$ cat src/stk_pkg.sv
// Shared types and codes for the stack engine with reverse and min/max query.
`timescale 1ns / 1ps
`default_nettype none
package stk_pkg;

  localparam int DEPTH_DEF = 128;
  localparam int WORD_W    = 32;
  localparam int OCC_W     = 8;

  localparam logic [WORD_W-1:0] WORD_MIN = 32'h8000_0000;
  localparam logic [WORD_W-1:0] WORD_MAX = 32'h7FFF_FFFF;

  localparam logic [2:0] ACT_PUSH    = 3'd0;
  localparam logic [2:0] ACT_POP     = 3'd1;
  localparam logic [2:0] ACT_PEEK    = 3'd2;
  localparam logic [2:0] ACT_REVERSE = 3'd3;
  localparam logic [2:0] ACT_MAX     = 3'd4;
  localparam logic [2:0] ACT_MIN     = 3'd5;

  localparam logic [1:0] ST_OK       = 2'd0;
  localparam logic [1:0] ST_OVERFLOW = 2'd1;
  localparam logic [1:0] ST_EMPTY    = 2'd2;

  localparam logic [1:0] WR_NONE = 2'd0;
  localparam logic [1:0] WR_PUSH = 2'd1;
  localparam logic [1:0] WR_LO   = 2'd2;
  localparam logic [1:0] WR_HI   = 2'd3;

  localparam logic [2:0] RD_ZERO = 3'd0;
  localparam logic [2:0] RD_TOP  = 3'd1;
  localparam logic [2:0] RD_LO   = 3'd2;
  localparam logic [2:0] RD_HI   = 3'd3;
  localparam logic [2:0] RD_IDX  = 3'd4;

  localparam logic [2:0] DS_ZERO = 3'd0;
  localparam logic [2:0] DS_MIN  = 3'd1;
  localparam logic [2:0] DS_MAX  = 3'd2;
  localparam logic [2:0] DS_RD   = 3'd3;
  localparam logic [2:0] DS_ACC  = 3'd4;

  typedef struct packed {
    logic [1:0] wr_sel;
    logic [2:0] rd_sel;
    logic       cnt_inc;
    logic       cnt_dec;
    logic       rev_init;
    logic       rev_step;
    logic       tmp_load;
    logic       scan_init;
    logic       scan_step;
    logic       scan_max;
    logic       emit;
    logic [1:0] status;
    logic [2:0] data_sel;
  } stk_cmd_t;

  typedef struct packed {
    logic empty;
    logic full;
    logic lo_lt_hi;
    logic scan_last;
  } stk_stat_t;

endpackage
`default_nettype wire

$ cat src/stk_ctrl.sv
// Controller state machine that sequences every stack action.
`timescale 1ns / 1ps
`default_nettype none
module stk_ctrl (
  input  wire logic                clk,
  input  wire logic                rst_n,
  input  wire logic                start,
  input  wire logic [2:0]          action,
  input  wire stk_pkg::stk_stat_t  stat,
  output stk_pkg::stk_cmd_t        cmd,
  output logic                     busy
);

  localparam logic [2:0] S_IDLE      = 3'd0;
  localparam logic [2:0] S_TOP       = 3'd1;
  localparam logic [2:0] S_REV_CHK   = 3'd2;
  localparam logic [2:0] S_REV_RD_HI = 3'd3;
  localparam logic [2:0] S_REV_WR_LO = 3'd4;
  localparam logic [2:0] S_REV_WR_HI = 3'd5;
  localparam logic [2:0] S_SCAN      = 3'd6;

  logic [2:0] state_r;
  logic [2:0] state_nxt;
  logic [2:0] act_r;
  logic [2:0] act_nxt;

  always_ff @(posedge clk) begin
    if (!rst_n) begin
      state_r <= S_IDLE;
      act_r   <= stk_pkg::ACT_PUSH;
    end else begin
      state_r <= state_nxt;
      act_r   <= act_nxt;
    end
  end

  always_comb begin
    cmd          = '0;
    cmd.wr_sel   = stk_pkg::WR_NONE;
    cmd.rd_sel   = stk_pkg::RD_ZERO;
    cmd.status   = stk_pkg::ST_OK;
    cmd.data_sel = stk_pkg::DS_ZERO;
    state_nxt    = state_r;
    act_nxt      = act_r;
    cmd.scan_max = (act_r == stk_pkg::ACT_MAX);
    case (state_r)
      S_IDLE: begin
        cmd.scan_max = (action == stk_pkg::ACT_MAX);
        if (start) begin
          act_nxt = action;
          case (action)
            stk_pkg::ACT_PUSH: begin
              cmd.emit = 1'b1;
              if (stat.full) begin
                cmd.status = stk_pkg::ST_OVERFLOW;
              end else begin
                cmd.wr_sel  = stk_pkg::WR_PUSH;
                cmd.cnt_inc = 1'b1;
              end
            end
            stk_pkg::ACT_POP, stk_pkg::ACT_PEEK: begin
              if (stat.empty) begin
                cmd.emit     = 1'b1;
                cmd.status   = stk_pkg::ST_EMPTY;
                cmd.data_sel = stk_pkg::DS_MIN;
              end else begin
                cmd.rd_sel = stk_pkg::RD_TOP;
                state_nxt  = S_TOP;
              end
            end
            stk_pkg::ACT_REVERSE: begin
              if (stat.empty) begin
                cmd.emit   = 1'b1;
                cmd.status = stk_pkg::ST_EMPTY;
              end else begin
                cmd.rev_init = 1'b1;
                state_nxt    = S_REV_CHK;
              end
            end
            stk_pkg::ACT_MAX, stk_pkg::ACT_MIN: begin
              if (stat.empty) begin
                cmd.emit     = 1'b1;
                cmd.status   = stk_pkg::ST_EMPTY;
                cmd.data_sel = (action == stk_pkg::ACT_MAX) ? stk_pkg::DS_MIN
                                                             : stk_pkg::DS_MAX;
              end else begin
                cmd.scan_init = 1'b1;
                cmd.rd_sel    = stk_pkg::RD_ZERO;
                state_nxt     = S_SCAN;
              end
            end
            default: begin
              cmd.emit = 1'b1;
            end
          endcase
        end
      end
      S_TOP: begin
        cmd.emit     = 1'b1;
        cmd.data_sel = stk_pkg::DS_RD;
        cmd.cnt_dec  = (act_r == stk_pkg::ACT_POP);
        state_nxt    = S_IDLE;
      end
      S_REV_CHK: begin
        if (stat.lo_lt_hi) begin
          cmd.rd_sel = stk_pkg::RD_LO;
          state_nxt  = S_REV_RD_HI;
        end else begin
          cmd.emit  = 1'b1;
          state_nxt = S_IDLE;
        end
      end
      S_REV_RD_HI: begin
        cmd.tmp_load = 1'b1;
        cmd.rd_sel   = stk_pkg::RD_HI;
        state_nxt    = S_REV_WR_LO;
      end
      S_REV_WR_LO: begin
        cmd.wr_sel = stk_pkg::WR_LO;
        state_nxt  = S_REV_WR_HI;
      end
      S_REV_WR_HI: begin
        cmd.wr_sel   = stk_pkg::WR_HI;
        cmd.rev_step = 1'b1;
        state_nxt    = S_REV_CHK;
      end
      S_SCAN: begin
        cmd.scan_step = 1'b1;
        if (stat.scan_last) begin
          cmd.emit     = 1'b1;
          cmd.data_sel = stk_pkg::DS_ACC;
          state_nxt    = S_IDLE;
        end else begin
          cmd.rd_sel = stk_pkg::RD_IDX;
        end
      end
      default: begin
        state_nxt = S_IDLE;
      end
    endcase
  end

  assign busy = (state_r != S_IDLE);

endmodule
`default_nettype wire

$ cat config.mk
export PLATFORM = sky130hd
export DESIGN_NAME = stk_ctrl
export DESIGN_NICKNAME = d
export VERILOG_FILES = /design/src/stk_pkg.sv /design/src/stk_ctrl.sv
export SDC_FILE = /design/constraint.sdc
export NUM_CORES = 1
export LEC_CHECK = 0
export BUFFER_PORTS_ARGS = -buffer_cell sky130_fd_sc_hd__clkbuf_2
export CAP_MARGIN = 20
export CORE_AREA = 2 2 39 41
export DETAILED_ROUTE_END_ITERATION = 10
export DIE_AREA = 0 0 41 43
export PLACE_DENSITY_LB_ADDON = 0.25
export SETUP_SLACK_MARGIN = 0.4
export SYNTH_ARGS = -nofsm -noshare
export SYNTH_HDL_FRONTEND = slang
export SYNTH_SLANG_ARGS = --single-unit
$ cat constraint.sdc
create_clock -name clk -period 3.35 [get_ports clk]
set_clock_uncertainty 0.2 [all_clocks]
set_input_delay 0.5025 -clock clk [delete_from_list [all_inputs] [get_ports clk]]
set_output_delay 0.5025 -clock clk [all_outputs]
set_load 0.1 [all_outputs]
### Yosys cells after proc, flatten, opt, wreduce, memory -nomap -nowiden

Index checks and enable logic that the tools add are counted.

| word-level totals | value |
|---|---|
| output and inout port bits | 20 |
| register bits | 6 |
| logic and storage cells | 75 |
| bits of input ports | 10 |

| cells by class | value |
|---|---|
| reduce and logical (&&, ||, !) cells | 7 |
| muxes and demuxes | 47 |
| eq/ne operators | 19 |

Operator list:

| kind | count |
|---|---|
| 2-to-1 mux 3 bit | 8 |
| 2-to-1 mux 6 bit | 4 |
| 2-to-1 mux 1 bit | 21 |
| == test 3 bit (second input constant) | 6 |
| one-hot mux 3 bit (3 select lines) | 2 |
| one-hot mux 3 bit (6 select lines) | 1 |
| == test 3 x 2 -> 1 bit (second input constant) | 4 |
| one-hot mux 3 bit (4 select lines) | 1 |
| 2-to-1 mux 2 bit | 5 |
| == test 3 x 1 -> 1 bit (second input constant) | 3 |
| inequality test 3 bit (second input constant) | 3 |
| one-hot mux 2 bit (4 select lines) | 1 |
| zero test 3 bit | 2 |
| one-hot mux 2 bit (3 select lines) | 1 |
| one-hot mux 3 bit (2 select lines) | 1 |
| AND reduction 6 bit | 1 |
| inequality test 2 bit (second input constant) | 2 |
| inequality test 4 x 1 -> 1 bit (second input constant) | 1 |
| one-hot mux 1 bit (4 select lines) | 1 |
| OR reduction 2 bit | 2 |
| one-hot mux 1 bit (3 select lines) | 1 |
| nonzero test 3 bit | 1 |
| AND reduction 2 bit | 1 |

### Depth between registers and ports, before layout

Gate-level depths: netlist of the first run.

| depth | value |
|---|---|
| word-level depth | 6 |
| depth in mapped cells | 4 |
| mapped depth without buffers | 3 |

### Worst setup path before layout of the first run

Ideal clock, no wire load.

| timing path | value |
|---|---|
| kind | input to output |
| from | in start |
| to | out cmd[11] (netlist bit) |
| required time | 2.647 ns |
| stages on the path | 3 |
| path slack | -1.308 ns |
| buffers on the path | 1 |
| data arrival time | 3.956 ns |
| cell sequence | or4b_1 > buf_2 > nor4_1 |

RTL lines:

| element | RTL line | RTL |
|---|---|---|
| from (decl) | stk_ctrl.sv:7 | `input wire logic start,` |
| to (decl) | stk_ctrl.sv:10 | `output stk_pkg::stk_cmd_t cmd,` |

==> out/results.txt, run 1 <==
Max-cap violations: 0
WL final: 1590 µm
Hold buffers post-CTS: 0
Yosys cell types: 39
Post-route ant nets: 0
Critical path type: flop to output port
Post-synthesis instance area: 582 µm²
Avg Cell Area, Syn: 6.93 µm²
Hold EP: act_r[0]
Maximum VDD drop: 0.198 mV
Ys flop type: dfxtp_1
CP startpoint: state_r[0]
Count leader, synth: nor2_1
# IOs: 30
Initial antenna violation count: 0
CTS sink count: 6
Syn. warnings: 0
Capture point of the worst reg-to-reg path: state_r[2]
R2R cell count: 4
Root Buffer: clkbuf_4
Max clock buf depth: 2
Hold-critical path depth: 2
Register area share after synthesis: 20.6%
Die height: 43 µm
Async set-or-reset flop fraction in the synthesized netlist: 0%
H-tree levels: 1
FMAX: 0.349 GHz
Clock transition at path regs: 0.05 ns
Worst r2r src: state_r[1]
Power Dens Cells: 456 nW/µm²
Crit path buf inv count: 1
Average wire per standard cell: 12.7 µm
Worst-Margin Slew: 0.545 ns
Placed Cells: 122
Vias after detailed routing: 687
Final Hold Viols: 0
Starting Density: 42.0%
Leakage: 0.398 nW
Outcome: complete, no violations
CP Depth: 4
Vias in the first global route: 590
WP data arrival: 2.17 ns
Final net count: 121
Layout Cells excl Fill: 125
Slew Limit Fails: 0
Internal reg-to-reg setup slack: 1.59 ns
Grt total ovfl: 0
Initial DRC count: 27
Residual DRC: 0
Setup Buffers After CTS: 0
Hold WS: 0.357 ns
Total chip power: 0.395 mW
Largest net degree at the start of global routing: 14
Final setup vio count: 0
Family with the most delay on the worst path: simple AND/OR/NAND/NOR gates
CP Capture Type: output port
Cell taking the most area after synthesis: dfxtp_1
Layout cell share with drive strength beyond 1: 47.7%
Antenna diodes: 0
Core Area: 1380 µm²
Total track usage: 20.4%
WP data required: 2.65 ns
Unrepaired setup endpoints after global routing: false
Routability cong.: 0.787
Die ar.: 1760 µm²
Crit share post-route: 85.6%
Hold crit path type: flop to flop
Tmin final: 2.87 ns
Hold path start: act_r[0]
Flops & latches, synth: 6
TritonCTS clock tree: built
CP max stage cell: or4b_4
Synth area leaders: dfxtp_1 (21%), nor2_1 (5.8%), mux2i_1 (5.2%), clkbuf_1 (4.5%), nor3_1 (4.3%)
First-pass GRT wire length: 2540 µm
Worst-path fanout max: 12
Via-to-Cell Ratio: 5.50
Later-pin clock latency in the skew report: 0.25 ns
CTS buffer count: 3
Synth cell count leaders: nor2_1 (9), clkbuf_1 (7), dfxtp_1 (6), inv_1 (6), nand2_1 (6)
EDFF count, synth: 0
Die Wd: 41 µm
Crit path largest cell delay: 0.66 ns
Synth top area share: 20.6%
IO Port Bufs: 29
Drt pass-1 iters: 4
HPWL Detailed: 1210 µm
Cell chain of the critical path: or4b_4 > or3_4 > o21ai_4 > buf_6
Slew headroom: 63.8%
Worst Setup Start Kind: flop
Mapped Nets: 94
Cells after Synth: 84
Num rows: 14
Layout area overhead: 49.0%
[cells in the final DEF (no fill, tap or decap), types with 2 or more instances in the layout]
cell type   n
buf_4       4
clkbuf_2   24
clkbuf_4    4
dfxtp_1     6
inv_1       6
mux2i_1     3
nand2_1     6
nand2b_1    3
nand3_1     4
nor2_1      7
nor2_4      2
nor3_2      2
nor3_4      2
or2_2       2
or3_1       2
[cells by family (layout without fill, tap and decap cells)]
family | count (synthesis) | after routing | synth area share [%]
simple gates | 46 | 46 | 44.5
buf+inv | 14 | 39 | 9.25
compound gates | 13 | 13 | 17.0
flops | 6 | 6 | 20.6
mux | 4 | 4 | 7.10
xor+xnor | 1 | 1 | 1.51
[registers in the layout, summed over array words and instances, names as in the netlist]
name     cells
act_r        3
state_r      3
[worst register-to-register path: stages, from the launching register on]
cell and delay (ns):
dfxtp_1 0.31, buf_4 0.18, or3_1 0.49, a41oi_1 0.32
o22ai_1 0.14
[area by class of cell]
class | instances | area (µm²)
Fill cell | 129 | 517
Multi-Input combinational cell | 64 | 513
Inverter | 6 | 22.5
Clock buffer | 3 | 22.5
Sequential cell | 6 | 120
Tap cell | 16 | 20.0
Timing Repair Buffer | 30 | 169
[stage by stage]
stage	cell area [µm²]	setup TNS [ns]	utilization (%)	worst slack (ns)
5_1_grt	867	0	62.7	0.406
3_3_place_gp	832	0	60.1	0.417
6_report	867	0	62.7	0.481
4_1_cts	863	0	62.4	0.424
3_5_place_dp	832	0	60.1	0.391
2_1_floorplan	684	-0.154	-	-0.154
[routing by layer]
metal / track usage [%] / wire length (µm) / up-vias
li1: - / - / 347
met1: 28.7 / 753 / 315
met2: 29.1 / 735 / 22
met3: 3.14 / 83 / 3
met4: 10.0 / 21 / 0
met5: 0 / 0 / -
[where the power goes]
part	internal (mW)	switching [mW]
combinational	0.0535	0.179
sequential	0.0787	0.0134
clock	0.0408	0.0300
[how the worst max path moves through the flow]
stage	slack (ns)	end
finish	0.48	cmd[17]
global route	0.41	cmd[0]
CTS	0.42	cmd[17]
detailed placement	0.39	cmd[4]
global placement	0.42	cmd[4]
floorplan	-0.15	cmd[11]
[what timing repair did]
item	4_1_cts	5_1_grt
setup endpoints to repair	6	2
cloned	0	0
gates resized for setup	3	2
Note: power is estimated with default switching activity, not from simulation.
==> run 2: changes to the inputs <==
Settings changed: CORE_AREA 2 2 39 41 to 5 5 42 44, DIE_AREA 0 0 41 43 to 0 0 47 49, GPL_TIMING_DRIVEN from default to 0.
==> run 2 against run 1 <==
Net effect:
- sequential share of layout area is the same
- clock power shrank 9.1%
- via count grew 2.6%
- die area grew 31%
- utilization shrank 0.78 points
- routed wire length grew 5.1%
- register-to-register slack gained 0.08 ns
- flip-flop and latch count is the same
- cell area is the same
==> out/results.txt, run 2 (same netlist as run 1, synthesis figures left out) <==
Die Wd: 47 µm
Residual DRC: 0
Biggest registers after layout: act_r: 3 flops, state_r: 3 flops
Routability cong.: 0.791
Hold-critical path depth: 2
CP Capture Type: output port
Die height: 49 µm
Hold crit path type: flop to flop
WP data arrival: 2.18 ns
Placed Cells: 127
Leakage: 0.396 nW
Via-to-Cell Ratio: 5.42
Maximum VDD drop: 0.217 mV
Setup Buffers After CTS: 0
Fillers: 151
Max-cap violations: 0
Family with the most delay on the worst path: simple AND/OR/NAND/NOR gates
Total track usage: 17.1%
Vias after detailed routing: 705
Starting Density: 41.5%
Hold path start: act_r[0]
CP Depth: 5
WL final: 1670 µm
Later-pin clock latency in the skew report: 0.24 ns
Num rows: 14
Tmin final: 2.89 ns
Worst-Margin Slew: 0.546 ns
Worst Setup Start Kind: flop
Layout area overhead: 49.0%
Cell chain of the critical path: or4b_1 > buf_2 > or3_4 > nor2_4 > buf_2
TritonCTS clock tree: built
Post-layout util: 61.9%
R2R cell count: 4
Crit path top cell by count: buf_2
Crit path largest cell delay: 0.50 ns
Layout Cells excl Fill: 130
Hold EP: act_r[0]
IO Port Bufs: 27
Die ar.: 2300 µm²
# IOs: 30
CTS sink count: 6
Antenna diodes: 0
Internal reg-to-reg setup slack: 1.67 ns
CP max stage cell: or4b_1
Slew headroom: 63.8%
Vias in the first global route: 667
Largest net degree at the start of global routing: 11
Average wire per standard cell: 12.9 µm
HPWL Detailed: 1370 µm
Initial antenna violation count: 0
Final net count: 126
Post-route ant nets: 0
Initial DRC count: 13
WP data required: 2.65 ns
Clock transition at path regs: 0.04 ns
Final Hold Viols: 0
Max clock buf depth: 2
Worst-path fanout max: 8
Most frequent cells in the layout: clkbuf_2 (24), nor2_1 (7)
Grt total ovfl: 0
Core Area: 1400 µm²
Unrepaired setup endpoints after global routing: true
Final setup vio count: 0
Root Buffer: clkbuf_4
Worst r2r src: state_r[2]
Slew Limit Fails: 0
CTS buffer count: 3
Capture point of the worst reg-to-reg path: state_r[1]
Crit share post-route: 86.2%
Most common cell after layout, fill and taps aside: clkbuf_2
Outcome: complete, no violations
Drt pass-1 iters: 4
Layout cell share with drive strength beyond 1: 43.9%
Critical path type: flop to output port
First-pass GRT wire length: 2930 µm
FMAX: 0.346 GHz
Crit path buf inv count: 2
Power Dens Cells: 450 nW/µm²
Setup TNS: 0 ns
H-tree levels: 1
==> run 2: stage by stage <==
step / worst slack (ns) / instance area, µm² / hold WS [ns] / total power, mW
3_3_place_gp: 0.381 / 840 / 0.310 / 0.324
2_1_floorplan: -0.154 / 684 / 0.289 / 0.290
5_1_grt: 0.381 / 867 / 0.400 / 0.413
6_report: 0.463 / 867 / 0.348 / 0.390
4_1_cts: 0.408 / 865 / 0.349 / 0.394
3_5_place_dp: 0.377 / 840 / 0.339 / 0.328
==> run 2: timing repair <==
item	in CTS	in global routing
hold buffers	0	0
endpoints found under the setup margin	1	3
gates cloned	0	0
pin swaps	0	0
resized for setup	1	4
==> run 2: final cells by class <==
class                      count  area, µm²  share of cell area, %
inverter                       6       22.5                   2.60
sequential                     6        120                   13.9
clock buffer                   3       22.5                   2.60
timing repair buffer          27        140                   16.2
multi-input combinational     64        509                   58.7
buffer                         8       32.5                   3.75
tap                           16       20.0                   2.31
==> run 2: power by group <==
part	switching (mW)	leakage (nW)	internal (mW)
Sequential	0.00651	0.0492	0.0789
Clock	0.0239	0.0138	0.0404
Combinational	0.188	0.333	0.0528
==> run 2: how the worst max path moves through the flow <==
stage               start      end  slack, ns
2_1_floorplan       start  cmd[11]      -0.15
3_3_place_gp        start  cmd[17]       0.38
3_5_place_dp        start  cmd[17]       0.38
4_1_cts        state_r[1]   cmd[3]       0.41
5_1_grt        state_r[1]  cmd[13]       0.38
6_report       state_r[0]  cmd[13]       0.46
==> run 2: worst min-delay path: cells and delay by family (launching register included) <==
family | cells | cell delay [ns]
flops | 1 | 0.35
mux | 1 | 0.08
simple gates | 1 | 0.07
==> run 2: metal layers <==
layer	part of all wire, %	track usage [%]
met3	3.9	4.43
met5	0	0
met2	51	26.9
met1	45	21.9
met4	0	5.53
